`src/hdl/rrbgp_pkg.sv`:
```
`timescale 1ns / 1ps
// ----------------------------------------------------------------------------
// rrbgp_pkg
// Shared types and constants for the round-robin bus grant pacer.
// ----------------------------------------------------------------------------
package rrbgp_pkg;

    localparam int MAX_CHANNELS = 16;
    localparam int CHAN_W       = 4;
    localparam int CNT_W        = 5;
    localparam int DVD_W        = 36;
    localparam int DSR_W        = 32;
    localparam int STEP_W       = 6;

    localparam logic [19:0]       US_PER_S  = 20'd1000000;
    localparam logic [STEP_W-1:0] MOD_STEPS = 6'd4;
    localparam logic [STEP_W-1:0] DIV_STEPS = 6'd36;

    typedef enum logic [1:0] {
        ST_GRANT   = 2'd0,
        ST_BUSY    = 2'd1,
        ST_NONE    = 2'd2,
        ST_REFUSED = 2'd3
    } t_status;

    typedef enum logic [1:0] {
        CFG_CHANNELS   = 2'd0,
        CFG_WIRE_BYTES = 2'd1,
        CFG_HOST_BYTES = 2'd2,
        CFG_BANDWIDTH  = 2'd3
    } t_cfg_idx;

    typedef enum logic [3:0] {
        S_IDLE,
        S_CHECK,
        S_MOD,
        S_MODW,
        S_PICK,
        S_MUL,
        S_DIV,
        S_DIVW,
        S_DONE
    } t_state;

    typedef struct packed {
        logic              start;
        logic [DVD_W-1:0]  dividend;
        logic [DSR_W-1:0]  divisor;
        logic [STEP_W-1:0] steps;
    } t_div_req;

    typedef struct packed {
        logic             busy;
        logic             done;
        logic [DVD_W-1:0] quot;
        logic [DSR_W-1:0] rem;
    } t_div_rsp;

    typedef struct packed {
        logic              found;
        logic [CHAN_W-1:0] chan;
    } t_pick;

endpackage

```
`src/hdl/rrbgp_divider.sv`:
```
`timescale 1ns / 1ps
// ----------------------------------------------------------------------------
// rrbgp_divider
// Shared restoring divider, one quotient bit per cycle, dividend taken from
// the top bit downwards for a programmable number of steps.
// ----------------------------------------------------------------------------
module rrbgp_divider (
    input  logic                i_clk,
    input  logic                i_rst_n,
    input  rrbgp_pkg::t_div_req i_req,
    output rrbgp_pkg::t_div_rsp o_rsp
);

    logic                         r_busy;
    logic                         r_done;
    logic [rrbgp_pkg::STEP_W-1:0] r_cnt;
    logic [rrbgp_pkg::DVD_W-1:0]  r_dvd;
    logic [rrbgp_pkg::DSR_W-1:0]  r_dsr;
    logic [rrbgp_pkg::DSR_W-1:0]  r_rem;

    logic [rrbgp_pkg::DSR_W:0]    trial;
    logic                         fits;
    logic [rrbgp_pkg::DSR_W:0]    diff;

    always_comb begin
        trial = {r_rem, r_dvd[rrbgp_pkg::DVD_W-1]};
        fits  = trial >= {1'b0, r_dsr};
        diff  = trial - {1'b0, r_dsr};
    end

    always_ff @(posedge i_clk) begin
        if (!i_rst_n) begin
            r_busy <= 1'b0;
            r_done <= 1'b0;
        end else begin
            r_done <= 1'b0;
            if (i_req.start) begin
                r_busy <= 1'b1;
            end else if (r_busy && r_cnt == rrbgp_pkg::STEP_W'(1)) begin
                r_busy <= 1'b0;
                r_done <= 1'b1;
            end
        end
    end

    always_ff @(posedge i_clk) begin
        if (i_req.start) begin
            r_cnt <= i_req.steps;
            r_dvd <= i_req.dividend;
            r_dsr <= i_req.divisor;
            r_rem <= '0;
        end else if (r_busy) begin
            r_cnt <= r_cnt - rrbgp_pkg::STEP_W'(1);
            // quotient bits shift in behind the dividend
            r_dvd <= {r_dvd[rrbgp_pkg::DVD_W-2:0], fits};
            r_rem <= fits ? diff[rrbgp_pkg::DSR_W-1:0] : trial[rrbgp_pkg::DSR_W-1:0];
        end
    end

    assign o_rsp.busy = r_busy;
    assign o_rsp.done = r_done;
    assign o_rsp.quot = r_dvd;
    assign o_rsp.rem  = r_rem;

endmodule

```
`src/hdl/rrbgp_scan.sv`:
```
`timescale 1ns / 1ps
// ----------------------------------------------------------------------------
// rrbgp_scan
// Round-robin picker: first ready channel at or after the start position,
// wrapping round to the lowest ready channel below the channel count.
// ----------------------------------------------------------------------------
module rrbgp_scan (
    input  logic [rrbgp_pkg::MAX_CHANNELS-1:0] i_mask,
    input  logic [rrbgp_pkg::CNT_W-1:0]        i_count,
    input  logic [rrbgp_pkg::CHAN_W-1:0]       i_start,
    output rrbgp_pkg::t_pick                   o_pick
);

    logic [rrbgp_pkg::MAX_CHANNELS-1:0] live;
    logic [rrbgp_pkg::MAX_CHANNELS-1:0] upper;

    always_comb begin
        live   = '0;
        upper  = '0;
        o_pick = '0;
        for (int i = 0; i < rrbgp_pkg::MAX_CHANNELS; i++) begin
            live[i]  = i_mask[i] && (rrbgp_pkg::CNT_W'(i) < i_count);
            upper[i] = live[i] && (rrbgp_pkg::CHAN_W'(i) >= i_start);
        end
        // lowest live channel, used when nothing sits at or above the start
        for (int i = rrbgp_pkg::MAX_CHANNELS - 1; i >= 0; i--) begin
            if (live[i]) begin
                o_pick.found = 1'b1;
                o_pick.chan  = rrbgp_pkg::CHAN_W'(i);
            end
        end
        if (upper != '0) begin
            for (int i = rrbgp_pkg::MAX_CHANNELS - 1; i >= 0; i--) begin
                if (upper[i]) begin
                    o_pick.chan = rrbgp_pkg::CHAN_W'(i);
                end
            end
        end
    end

endmodule

```
`src/hdl/round_robin_bus_grant_pacer.sv`:
```
`timescale 1ns / 1ps
// ----------------------------------------------------------------------------
// round_robin_bus_grant_pacer
// Round-robin bus arbiter with transfer-time pacing; one result per item.
// ----------------------------------------------------------------------------
//  channel  | handshake                  | payload
//  ---------+----------------------------+---------------------------------------
//  in       | i_in_valid / o_in_ready    | i_sim_time, i_ready_mask, i_out_full
//  out      | o_out_valid / i_out_ready  | o_status, o_channel, o_bytes_moved,
//           |                            | o_push_bytes, o_next_event
//  cfg      | i_cfg_we (no wait)         | i_cfg_idx, i_cfg_data
//
// a busy bus or zero channels goes from the check straight to the result; a scan
// runs the pointer wrap and a grant with nonzero bandwidth the transfer time on the
// shared divider: one bit a cycle, 4 steps for the pointer wrap, 36 for the time.
// one item is in work at a time; the output register lets the next item in
// while a result waits. reset is synchronous and clears pointer and busy time.
// ----------------------------------------------------------------------------
module round_robin_bus_grant_pacer (
    input  logic        i_clk,
    input  logic        i_rst_n,
    input  logic        i_cfg_we,
    input  logic [1:0]  i_cfg_idx,
    input  logic [31:0] i_cfg_data,
    input  logic        i_in_valid,
    output logic        o_in_ready,
    input  logic [63:0] i_sim_time,
    input  logic [15:0] i_ready_mask,
    input  logic        i_out_full,
    output logic        o_out_valid,
    input  logic        i_out_ready,
    output logic [1:0]  o_status,
    output logic [3:0]  o_channel,
    output logic [15:0] o_bytes_moved,
    output logic [15:0] o_push_bytes,
    output logic [63:0] o_next_event
);

    // configuration
    logic [rrbgp_pkg::CNT_W-1:0] r_cin;
    logic [15:0]                 r_wire;
    logic [15:0]                 r_host;
    logic [31:0]                 r_bw;

    // persistent state
    logic [rrbgp_pkg::CHAN_W-1:0] r_ptr;
    logic [63:0]                  r_busy_until;

    // item in work
    rrbgp_pkg::t_state            r_state;
    rrbgp_pkg::t_state            n_state;
    logic [63:0]                  r_now;
    logic [15:0]                  r_mask;
    logic                         r_full;
    logic [rrbgp_pkg::CNT_W-1:0]  r_n;
    logic [rrbgp_pkg::CHAN_W-1:0] r_start;
    rrbgp_pkg::t_status           r_status;
    logic [rrbgp_pkg::CHAN_W-1:0] r_chan;
    logic [rrbgp_pkg::DVD_W-1:0]  r_prod;

    // output register
    logic        r_out_valid;
    logic [1:0]  r_out_status;
    logic [3:0]  r_out_chan;
    logic [15:0] r_out_moved;
    logic [15:0] r_out_push;
    logic [63:0] r_out_next;

    logic [rrbgp_pkg::CNT_W-1:0] n_eff;
    logic                        bus_busy;
    logic                        grant;
    logic                        out_load;
    rrbgp_pkg::t_div_req         div_req;
    rrbgp_pkg::t_div_rsp         div_rsp;
    rrbgp_pkg::t_pick            pick;

    rrbgp_divider u_div (
        .i_clk   (i_clk),
        .i_rst_n (i_rst_n),
        .i_req   (div_req),
        .o_rsp   (div_rsp)
    );

    rrbgp_scan u_scan (
        .i_mask  (r_mask),
        .i_count (r_n),
        .i_start (r_start),
        .o_pick  (pick)
    );

    assign n_eff    = (r_cin > rrbgp_pkg::CNT_W'(rrbgp_pkg::MAX_CHANNELS))
                    ? rrbgp_pkg::CNT_W'(rrbgp_pkg::MAX_CHANNELS) : r_cin;
    assign bus_busy = r_busy_until > r_now;
    assign grant    = pick.found && !r_full;

    // next state
    always_comb begin
        n_state = r_state;
        case (r_state)
            rrbgp_pkg::S_IDLE: begin
                if (i_in_valid) begin
                    n_state = rrbgp_pkg::S_CHECK;
                end
            end
            rrbgp_pkg::S_CHECK: begin
                if (bus_busy || n_eff == '0) begin
                    n_state = rrbgp_pkg::S_DONE;
                end else begin
                    n_state = rrbgp_pkg::S_MOD;
                end
            end
            rrbgp_pkg::S_MOD:  n_state = rrbgp_pkg::S_MODW;
            rrbgp_pkg::S_MODW: begin
                if (div_rsp.done) begin
                    n_state = rrbgp_pkg::S_PICK;
                end
            end
            rrbgp_pkg::S_PICK: begin
                if (grant && r_bw != '0) begin
                    n_state = rrbgp_pkg::S_MUL;
                end else begin
                    n_state = rrbgp_pkg::S_DONE;
                end
            end
            rrbgp_pkg::S_MUL:  n_state = rrbgp_pkg::S_DIV;
            rrbgp_pkg::S_DIV:  n_state = rrbgp_pkg::S_DIVW;
            rrbgp_pkg::S_DIVW: begin
                if (div_rsp.done) begin
                    n_state = rrbgp_pkg::S_DONE;
                end
            end
            rrbgp_pkg::S_DONE: begin
                if (!r_out_valid || i_out_ready) begin
                    n_state = rrbgp_pkg::S_IDLE;
                end
            end
            default: n_state = rrbgp_pkg::S_IDLE;
        endcase
    end

    // control outputs
    always_comb begin
        o_in_ready       = 1'b0;
        out_load         = 1'b0;
        div_req.start    = 1'b0;
        div_req.dividend = r_prod;
        div_req.divisor  = r_bw;
        div_req.steps    = rrbgp_pkg::DIV_STEPS;
        case (r_state)
            rrbgp_pkg::S_IDLE: o_in_ready = i_rst_n;
            rrbgp_pkg::S_MOD: begin
                // pointer modulo channel count, pointer in the top bits
                div_req.start    = 1'b1;
                div_req.dividend = {r_ptr, {(rrbgp_pkg::DVD_W - rrbgp_pkg::CHAN_W){1'b0}}};
                div_req.divisor  = rrbgp_pkg::DSR_W'(r_n);
                div_req.steps    = rrbgp_pkg::MOD_STEPS;
            end
            rrbgp_pkg::S_DIV:  div_req.start = 1'b1;
            rrbgp_pkg::S_DONE: out_load = !r_out_valid || i_out_ready;
            default: ;
        endcase
    end

    always_ff @(posedge i_clk) begin
        if (!i_rst_n) begin
            r_state <= rrbgp_pkg::S_IDLE;
        end else begin
            r_state <= n_state;
        end
    end

    always_ff @(posedge i_clk) begin
        if (!i_rst_n) begin
            r_cin  <= rrbgp_pkg::CNT_W'(rrbgp_pkg::MAX_CHANNELS);
            r_wire <= 16'd1;
            r_host <= '0;
            r_bw   <= '0;
        end else if (i_cfg_we) begin
            case (rrbgp_pkg::t_cfg_idx'(i_cfg_idx))
                rrbgp_pkg::CFG_CHANNELS:   r_cin  <= i_cfg_data[rrbgp_pkg::CNT_W-1:0];
                rrbgp_pkg::CFG_WIRE_BYTES: r_wire <= i_cfg_data[15:0];
                rrbgp_pkg::CFG_HOST_BYTES: r_host <= i_cfg_data[15:0];
                rrbgp_pkg::CFG_BANDWIDTH:  r_bw   <= i_cfg_data;
                default: ;
            endcase
        end
    end

    always_ff @(posedge i_clk) begin
        if (!i_rst_n) begin
            r_ptr        <= '0;
            r_busy_until <= '0;
        end else begin
            if (r_state == rrbgp_pkg::S_PICK && grant) begin
                r_ptr <= (rrbgp_pkg::CNT_W'(pick.chan) + rrbgp_pkg::CNT_W'(1) == r_n)
                       ? '0 : pick.chan + rrbgp_pkg::CHAN_W'(1);
            end
            if (r_state == rrbgp_pkg::S_DIVW && div_rsp.done && div_rsp.quot != '0) begin
                r_busy_until <= r_now + 64'(div_rsp.quot);
            end
        end
    end

    always_ff @(posedge i_clk) begin
        case (r_state)
            rrbgp_pkg::S_IDLE: begin
                if (i_in_valid) begin
                    r_now  <= i_sim_time;
                    r_mask <= i_ready_mask;
                    r_full <= i_out_full;
                end
            end
            rrbgp_pkg::S_CHECK: begin
                r_n      <= n_eff;
                r_chan   <= '0;
                r_status <= bus_busy ? rrbgp_pkg::ST_BUSY : rrbgp_pkg::ST_NONE;
            end
            rrbgp_pkg::S_MODW: begin
                if (div_rsp.done) begin
                    r_start <= div_rsp.rem[rrbgp_pkg::CHAN_W-1:0];
                end
            end
            rrbgp_pkg::S_PICK: begin
                if (grant) begin
                    r_status <= rrbgp_pkg::ST_GRANT;
                    r_chan   <= pick.chan;
                end else if (pick.found) begin
                    r_status <= rrbgp_pkg::ST_REFUSED;
                end
            end
            rrbgp_pkg::S_MUL: begin
                r_prod <= rrbgp_pkg::DVD_W'(r_wire)
                        * rrbgp_pkg::DVD_W'(rrbgp_pkg::US_PER_S);
            end
            default: ;
        endcase
    end

    always_ff @(posedge i_clk) begin
        if (!i_rst_n) begin
            r_out_valid <= 1'b0;
        end else if (out_load) begin
            r_out_valid <= 1'b1;
        end else if (i_out_ready) begin
            r_out_valid <= 1'b0;
        end
    end

    always_ff @(posedge i_clk) begin
        if (out_load) begin
            r_out_status <= r_status;
            r_out_chan   <= r_chan;
            r_out_moved  <= (r_status == rrbgp_pkg::ST_GRANT) ? r_wire : '0;
            r_out_push   <= (r_status == rrbgp_pkg::ST_GRANT) ? r_host : '0;
            r_out_next   <= (r_bw != '0 && bus_busy) ? r_busy_until : '1;
        end
    end

    assign o_out_valid   = r_out_valid;
    assign o_status      = r_out_status;
    assign o_channel     = r_out_chan;
    assign o_bytes_moved = r_out_moved;
    assign o_push_bytes  = r_out_push;
    assign o_next_event  = r_out_next;

    a_div_start_free: assert property (@(posedge i_clk) disable iff (!i_rst_n)
        div_req.start |-> !div_rsp.busy)
        else $error("divider started while busy");

    a_ptr_wraps: assert property (@(posedge i_clk) disable iff (!i_rst_n)
        (r_state == rrbgp_pkg::S_PICK && grant) |=> ({1'b0, r_ptr} < r_n))
        else $error("pointer left outside channel count after grant");

    a_busy_hold: assert property (@(posedge i_clk) disable iff (!i_rst_n)
        (r_state != rrbgp_pkg::S_DIVW) |=> $stable(r_busy_until))
        else $error("busy time changed outside transfer update");

    a_grant_chan: assert property (@(posedge i_clk) disable iff (!i_rst_n)
        (r_state == rrbgp_pkg::S_DONE && r_status == rrbgp_pkg::ST_GRANT)
        |-> ({1'b0, r_chan} < r_n))
        else $error("granted channel beyond channel count");

endmodule

```
`config.mk`:
```
export PLATFORM = sky130hd
export DESIGN_NAME = round_robin_bus_grant_pacer
export DESIGN_NICKNAME = d
export VERILOG_FILES = /design/src/hdl/rrbgp_pkg.sv /design/src/hdl/rrbgp_divider.sv /design/src/hdl/rrbgp_scan.sv /design/src/hdl/round_robin_bus_grant_pacer.sv
export SDC_FILE = /design/constraint.sdc
export NUM_CORES = 1
export LEC_CHECK = 0
export ABC_CLOCK_PERIOD_IN_PS = 6900
export BUFFER_PORTS_ARGS = -buffer_cell sky130_fd_sc_hd__buf_2
export CAP_MARGIN = 10
export CORE_ASPECT_RATIO = 0.5
export CORE_UTILIZATION = 30
export DETAILED_ROUTE_END_ITERATION = 7
export GPL_TIMING_DRIVEN = 0
export MAX_ROUTING_LAYER = met4
export PLACE_DENSITY = 0.51
export SLEW_MARGIN = 20
export SYNTH_ARGS = -nofsm -noshare
export SYNTH_HDL_FRONTEND = slang
export SYNTH_SLANG_ARGS = --single-unit
export TNS_END_PERCENT = 30
```
`constraint.sdc`:
```
create_clock -name i_clk -period 6.9 [get_ports i_clk]
set_input_delay 1.38 -clock i_clk [delete_from_list [all_inputs] [get_ports i_clk]]
set_output_delay 1.38 -clock i_clk [all_outputs]
set_load 0.05 [all_outputs]
```
Yosys cells after proc, flatten, opt, wreduce, memory -nomap -nowiden

Cells that the tools add are included.

Word-level logic and storage cells: 216
Input port bits: 120
Bits in registers: 478
Output and inout bits: 104

Reduce and logical (&&, ||, !) cells: 65
Multipliers: 1
Add/subtract/negate cells: 5
Bitwise gates (word level): 1
$lt $le $gt $ge: 35
Mux-type cells: 62
Eq/ne operators: 19

Operator list:

| operator                 | number |
|---|---|
| $mux W4                  | 25 |
| $mux W5                  | 17 |
| $mux W74                 | 1 |
| $mux W36                 | 2 |
| $add A64 B36 Y64         | 1 |
| $gt A64 B64 Y1           | 1 |
| $lt A4 B5 Y1 const A     | 8 |
| $logic_and A1 B1 Y1      | 39 |
| $pmux W4 S9              | 1 |
| $reduce_bool A36 Y1      | 1 |
| $ge A33 B32 Y1           | 1 |
| $ge A4 B4 Y1 const A     | 8 |
| $mux W32                 | 1 |
| $reduce_bool A32 Y1      | 1 |
| $sub A32 B32 Y32         | 1 |
| $mul A16 B14 Y30 const B | 1 |
| $lt A3 B5 Y1 const A     | 4 |
| $eq A4 B3 Y1 const B     | 4 |
| $ge A3 B4 Y1 const A     | 4 |
| $reduce_and A2 Y1        | 8 |
| $reduce_bool A16 Y1      | 1 |
| $mux W6                  | 2 |
| $lt A1 B5 Y1 const A     | 2 |
| $lt A2 B5 Y1 const A     | 2 |
| 29 further kinds         | 52 |

Longest topological paths before layout

Depth after elaboration: 38
Gate-level depth with buffers: 20
Gate-level depth less buffers: 20

Cells and area by module

Synthesis repeated with hierarchy kept, for this count alone.

Cell total of the unflattened synthesis: 2879
Area, all modules: 28708.8 um2

By module, submodules not included:

| module                      | area an instance (um2) | times used | cells an instance | sequential area each (um2) |
|---|---|---|---|---|
| round_robin_bus_grant_pacer | 21496.9                | 1          | 2113              | 9689.3 |
| rrbgp_divider               | 6204.7                 | 1          | 604               | 2902.8 |
| rrbgp_scan                  | 1007.2                 | 1          | 162               | 0.0 |

Worst setup path before layout

No wires, ideal clock.

Path kind: input to register
From: input port i_out_ready
To: register r_out_moved[0], in the netlist o_bytes_moved[0], enable pin
Slack: 0.299 ns
Library setup time: 0.574 ns
Buffers on the path: 0
Required time: 6.326 ns
Stages on the path: 2
Data arrival time: 6.027 ns
Cells stage by stage: nand2b_1 > nor2b_1

Longest elaborated chain between the ends: 2

RTL lines:

| element              | RTL line                           | RTL |
|---|---|---|
| start, declared      | round_robin_bus_grant_pacer.sv:31  | `input logic i_out_ready,` |
| $logic_or A1 B1 Y1   | round_robin_bus_grant_pacer.sv:159 | `rrbgp_pkg::S_DONE: out_load = !r_out_valid \|\| i_out_ready;` |
| $mux W1              | round_robin_bus_grant_pacer.sv:149 | `case (r_state)` |
| named net out_load   | round_robin_bus_grant_pacer.sv:72  | `logic out_load;` |
| end signal, assigned | round_robin_bus_grant_pacer.sv:253 | `r_out_moved <= (r_status == rrbgp_pkg::ST_GRANT) ? r_wire : '0;` |
| end, declared        | round_robin_bus_grant_pacer.sv:65  | `logic [15:0] r_out_moved;` |

The timed path passes the listed nets, and every way through them passes these cells.
A chain may end at the register's enable or synchronous reset.

Worst setup path in the final report

From: register r_wire[0]
To: register r_prod[35] (netlist name) (data pin)

Longest elaborated chain between the ends: 1

RTL lines:

| element                | RTL line                           | RTL |
|---|---|---|
| start, declared        | round_robin_bus_grant_pacer.sv:41  | `logic [15:0] r_wire;` |
| start signal, assigned | round_robin_bus_grant_pacer.sv:181 | `rrbgp_pkg::CFG_WIRE_BYTES: r_wire <= i_cfg_data[15:0];` |
| $mul A16 B14 Y30       | round_robin_bus_grant_pacer.sv:233 | `* rrbgp_pkg::DVD_W'(rrbgp_pkg::US_PER_S);` |
| end signal, assigned   | round_robin_bus_grant_pacer.sv:232 | `r_prod <= rrbgp_pkg::DVD_W'(r_wire)` |
| end, declared          | round_robin_bus_grant_pacer.sv:59  | `logic [rrbgp_pkg::DVD_W-1:0] r_prod;` |

No other way between the ends.

==> impl_metrics.json <==
{
  "status": "finished, final reports clean",
  "synth_area_per_cell_um2": 10.10,
  "drv_cap": 0,
  "r2r_cells": 19,
  "cts_root_buf": "clkbuf_16",
  "whs_endpoint": "o_channel[2]",
  "dp_hpwl_um": 63120,
  "vias": 21230,
  "utilization": 0.3535,
  "startpoint_type": "register",
  "hold_depth": 0,
  "clock_path_buffers": 3,
  "ys.flop_type": "edfxtp_1",
  "ys_warn_count": 0,
  "drc": 0,
  "grt_remaining_overflow": 0,
  "first_pass_iters": 5,
  "cts_hold_buf": 0,
  "leakage_nw": 13.41,
  "track_usage": 0.1761,
  "fin_tns_setup_ns": 0,
  "skew_ns": 0.03914,
  "cts_tree": "yes",
  "fillerInstances": 9215,
  "vdd_ir_drop_max_mv": 0.1890,
  "max_stage_delay_ns": 0.79,
  "min_path_type": "reg -> reg",
  "synth_fp_nets": 3147,
  "synthArstFlopShare": 0,
  "grt_pass1_vias": 20760,
  "ant_nets": 0,
  "hold_start": "r_chan[2]",
  "cp_common_cell": "fa_1",
  "die_y_um": 216.3,
  "ys_types": 91,
  "drtIter0Drc": 1308,
  "drv_slew": 0,
  "relSlewSlack": 0.1989,
  "crit_buf_inv": 4,
  "timing.fmax_mhz": 163.7,
  "synth_most_common_cell": "nand2_1",
  "worst_pin_slew_ns": 1.202,
  "cts_resized": 0,
  "cts_buffers": 49,
  "powerDensity_nw_per_um2": 287.2,
  "crit-reg2reg-launch": "r_wire[0]",
  "power_w": 0.009227,
  "end_kind": "register",
  "ys_ff_latch": 478,
  "clock_latency_ns": 0.63,
  "crit_family": "adder cells",
  "viasPerCell": 4.943,
  "synth.top_cells.by_area": "edfxtp_1, dfxtp_1, ha_1, nand2_1, fa_1",
  "hold_viol_final": 0,
  "area_growth_pct": 16.54,
  "fin_crit_ns": 6.110,
  "rsz0062_at_grt": "false",
  "dieWidth_um": 430.7,
  "layout.nets": 3430,
  "core_um2": 90860,
  "ys_seq_area_frac": 0.4568,
  "io_buffers": 222,
  "io_pins": 224,
  "clk_pin_slew_ns": 0.07,
  "synth_top_area_frac": 0.3290,
  "wirelength_um": 80740,
  "cp.arrival_ns": 6.49,
  "htreeDepth": 2,
  "start_util": 0.3034,
  "dieArea_um2": 93170,
  "synth_common_cells": "nand2_1, edfxtp_1, ha_1",
  "rows": 78,
  "worstPathMaxFanout": 9,
  "regToRegEndpoint": "r_prod[35]",
  "cts_setup_buffers": 0,
  "setup-violations-final": 0,
  "crit_type": "reg -> reg",
  "synth_area_um2": 27560,
  "period_share": 0.8854,
  "synth-edff-count": 302,
  "grt_pass1_wl_um": 123800,
  "place_congestion": 0.9314,
  "wl_per_cell_um": 18.80,
  "synthesis.instances": 2730,
  "required_ns": 7.28,
  "antenna_found_initial": 4,
  "grt_max_degree": 54,
  "ff2ff_setup_slack_ns": 0.79,
  "crit_path_cell_trace": "fa_1 > inv_1 > fa_1 > fa_1 > inv_1 > fa_1 > ha_1 > inv_1 > fa_1 > inv_1 > ha_1 > a21oi_1 > o21ai_0 > o21ba_2 > o21ai_0 > o221a_2 > a211oi_1 > a21oi_1 > xnor2_1",
  "yosys.area.top_type": "edfxtp_1",
  "cpMaxStageDelayCell": "dfxtp_1",
  "layout-drive-gt1-share": 0.1234,
  "cts.sinks": 478
}
## how the worst max path moves through the flow
stage,end,from,cells past startpoint
finish,r_prod[35],r_wire[0],19
global route,r_prod[35],r_wire[1],19
CTS,r_prod[35],r_wire[1],19
detailed placement,r_prod[35],r_wire[1],19
global placement,o_next_event[11],i_out_ready,3
floorplan,o_bytes_moved[0],i_out_ready,2
## report_power, final
part | internal, W | switching, W
registers | 0.00338 | 0.000267
clock network | 0.00154 | 0.00123
logic | 0.00112 | 0.00169
total | 0.00604 | 0.00319
## state kept, by name, summed over array words and instances (netlist names), 4 cells and up
register	count
o_bytes_moved	16
r_busy_until	64
r_chan	4
u_div.r_dvd	36
r_wire	16
r_cin	5
r_ptr	4
o_next_event	64
o_push_bytes	16
r_now	64
r_bw	32
r_mask	16
u_div.r_cnt	6
r_n	5
r_state	4
u_div.r_dsr	32
r_host	16
r_prod	30
r_start	4
u_div.r_rem	32
o_channel	4
## cells by family (layout without fill, tap and decap cells)
family          after synthesis  after routing  synth area share
simple gates                874            874            0.1544
compound gates              640            640            0.1468
flops                       478            478            0.4568
fa+ha+maj                   297            297            0.1503
buf+inv                     289            613           0.04044
xor+xnor                    117            117           0.03822
mux                          35             35           0.01294
other cells                   0              1                 0
## placed cells by master (no fill, tap or decap), drive strengths merged, types with 36 or more instances in the layout
cell type / count
a211oi: 36
a21o: 72
a21oi: 226
and2: 39
buf: 259
clkbuf: 143
dfxtp: 176
edfxtp: 302
fa: 57
ha: 240
inv: 182
nand2: 328
nand2b: 79
nand3: 81
nor2: 118
nor2b: 54
nor3: 48
o21ai: 138
xnor2: 77
xor2: 38
## per-layer routing
layer	global-route usage	wire length [µm]
met5	-	0
met4	0.03499	1220
met3	0.03193	4813
met2	0.2706	36180
met1	0.2424	38530
## worst reg2reg max path: stages (launching register included)
cell	delay, ns
dfxtp_1	0.79
fa_1	0.52
inv_1	0.08
fa_1	0.44
fa_1	0.54
inv_1	0.05
fa_1	0.45
ha_1	0.29
inv_1	0.05
fa_1	0.49
inv_1	0.04
ha_1	0.32
a21oi_1	0.30
o21ai_0	0.14
o21ba_2	0.28
o21ai_0	0.16
o221a_2	0.31
a211oi_1	0.31
a21oi_1	0.14
xnor2_1	0.15
## final cells by class
class	count	area (µm²)	share of cell area
Multi-Input combinational cell	1963	13890	0.4324
Sequential cell	478	12590	0.3920
Tap cell	1240	1551	0.04830
Clock buffer	61	1333	0.04148
Timing Repair Buffer	232	1309	0.04074
Inverter	180	675.6	0.02103
Buffer	109	440.4	0.01371
Clock inverter	31	329.1	0.01024
Antenna cell	1	2.502	0.00007790
## metrics by stage
| step | cell area, µm² | instances | worst slack, ns | hold WS, ns |
|---|---|---|---|---|
| floorplan | 27560 | 2730 | 0.2995 | 0.4003 |
| global placement | 30230 | 4192 | -3.408 | 0.4100 |
| detailed placement | 30460 | 4202 | 0.7480 | 0.4052 |
| CTS | 32120 | 4294 | 0.7316 | 0.4204 |
| global route | 32120 | 4295 | 0.4139 | 0.4303 |
| finish | 32120 | 4295 | 0.7905 | 0.4186 |
(Power assumes the default switching activity.)
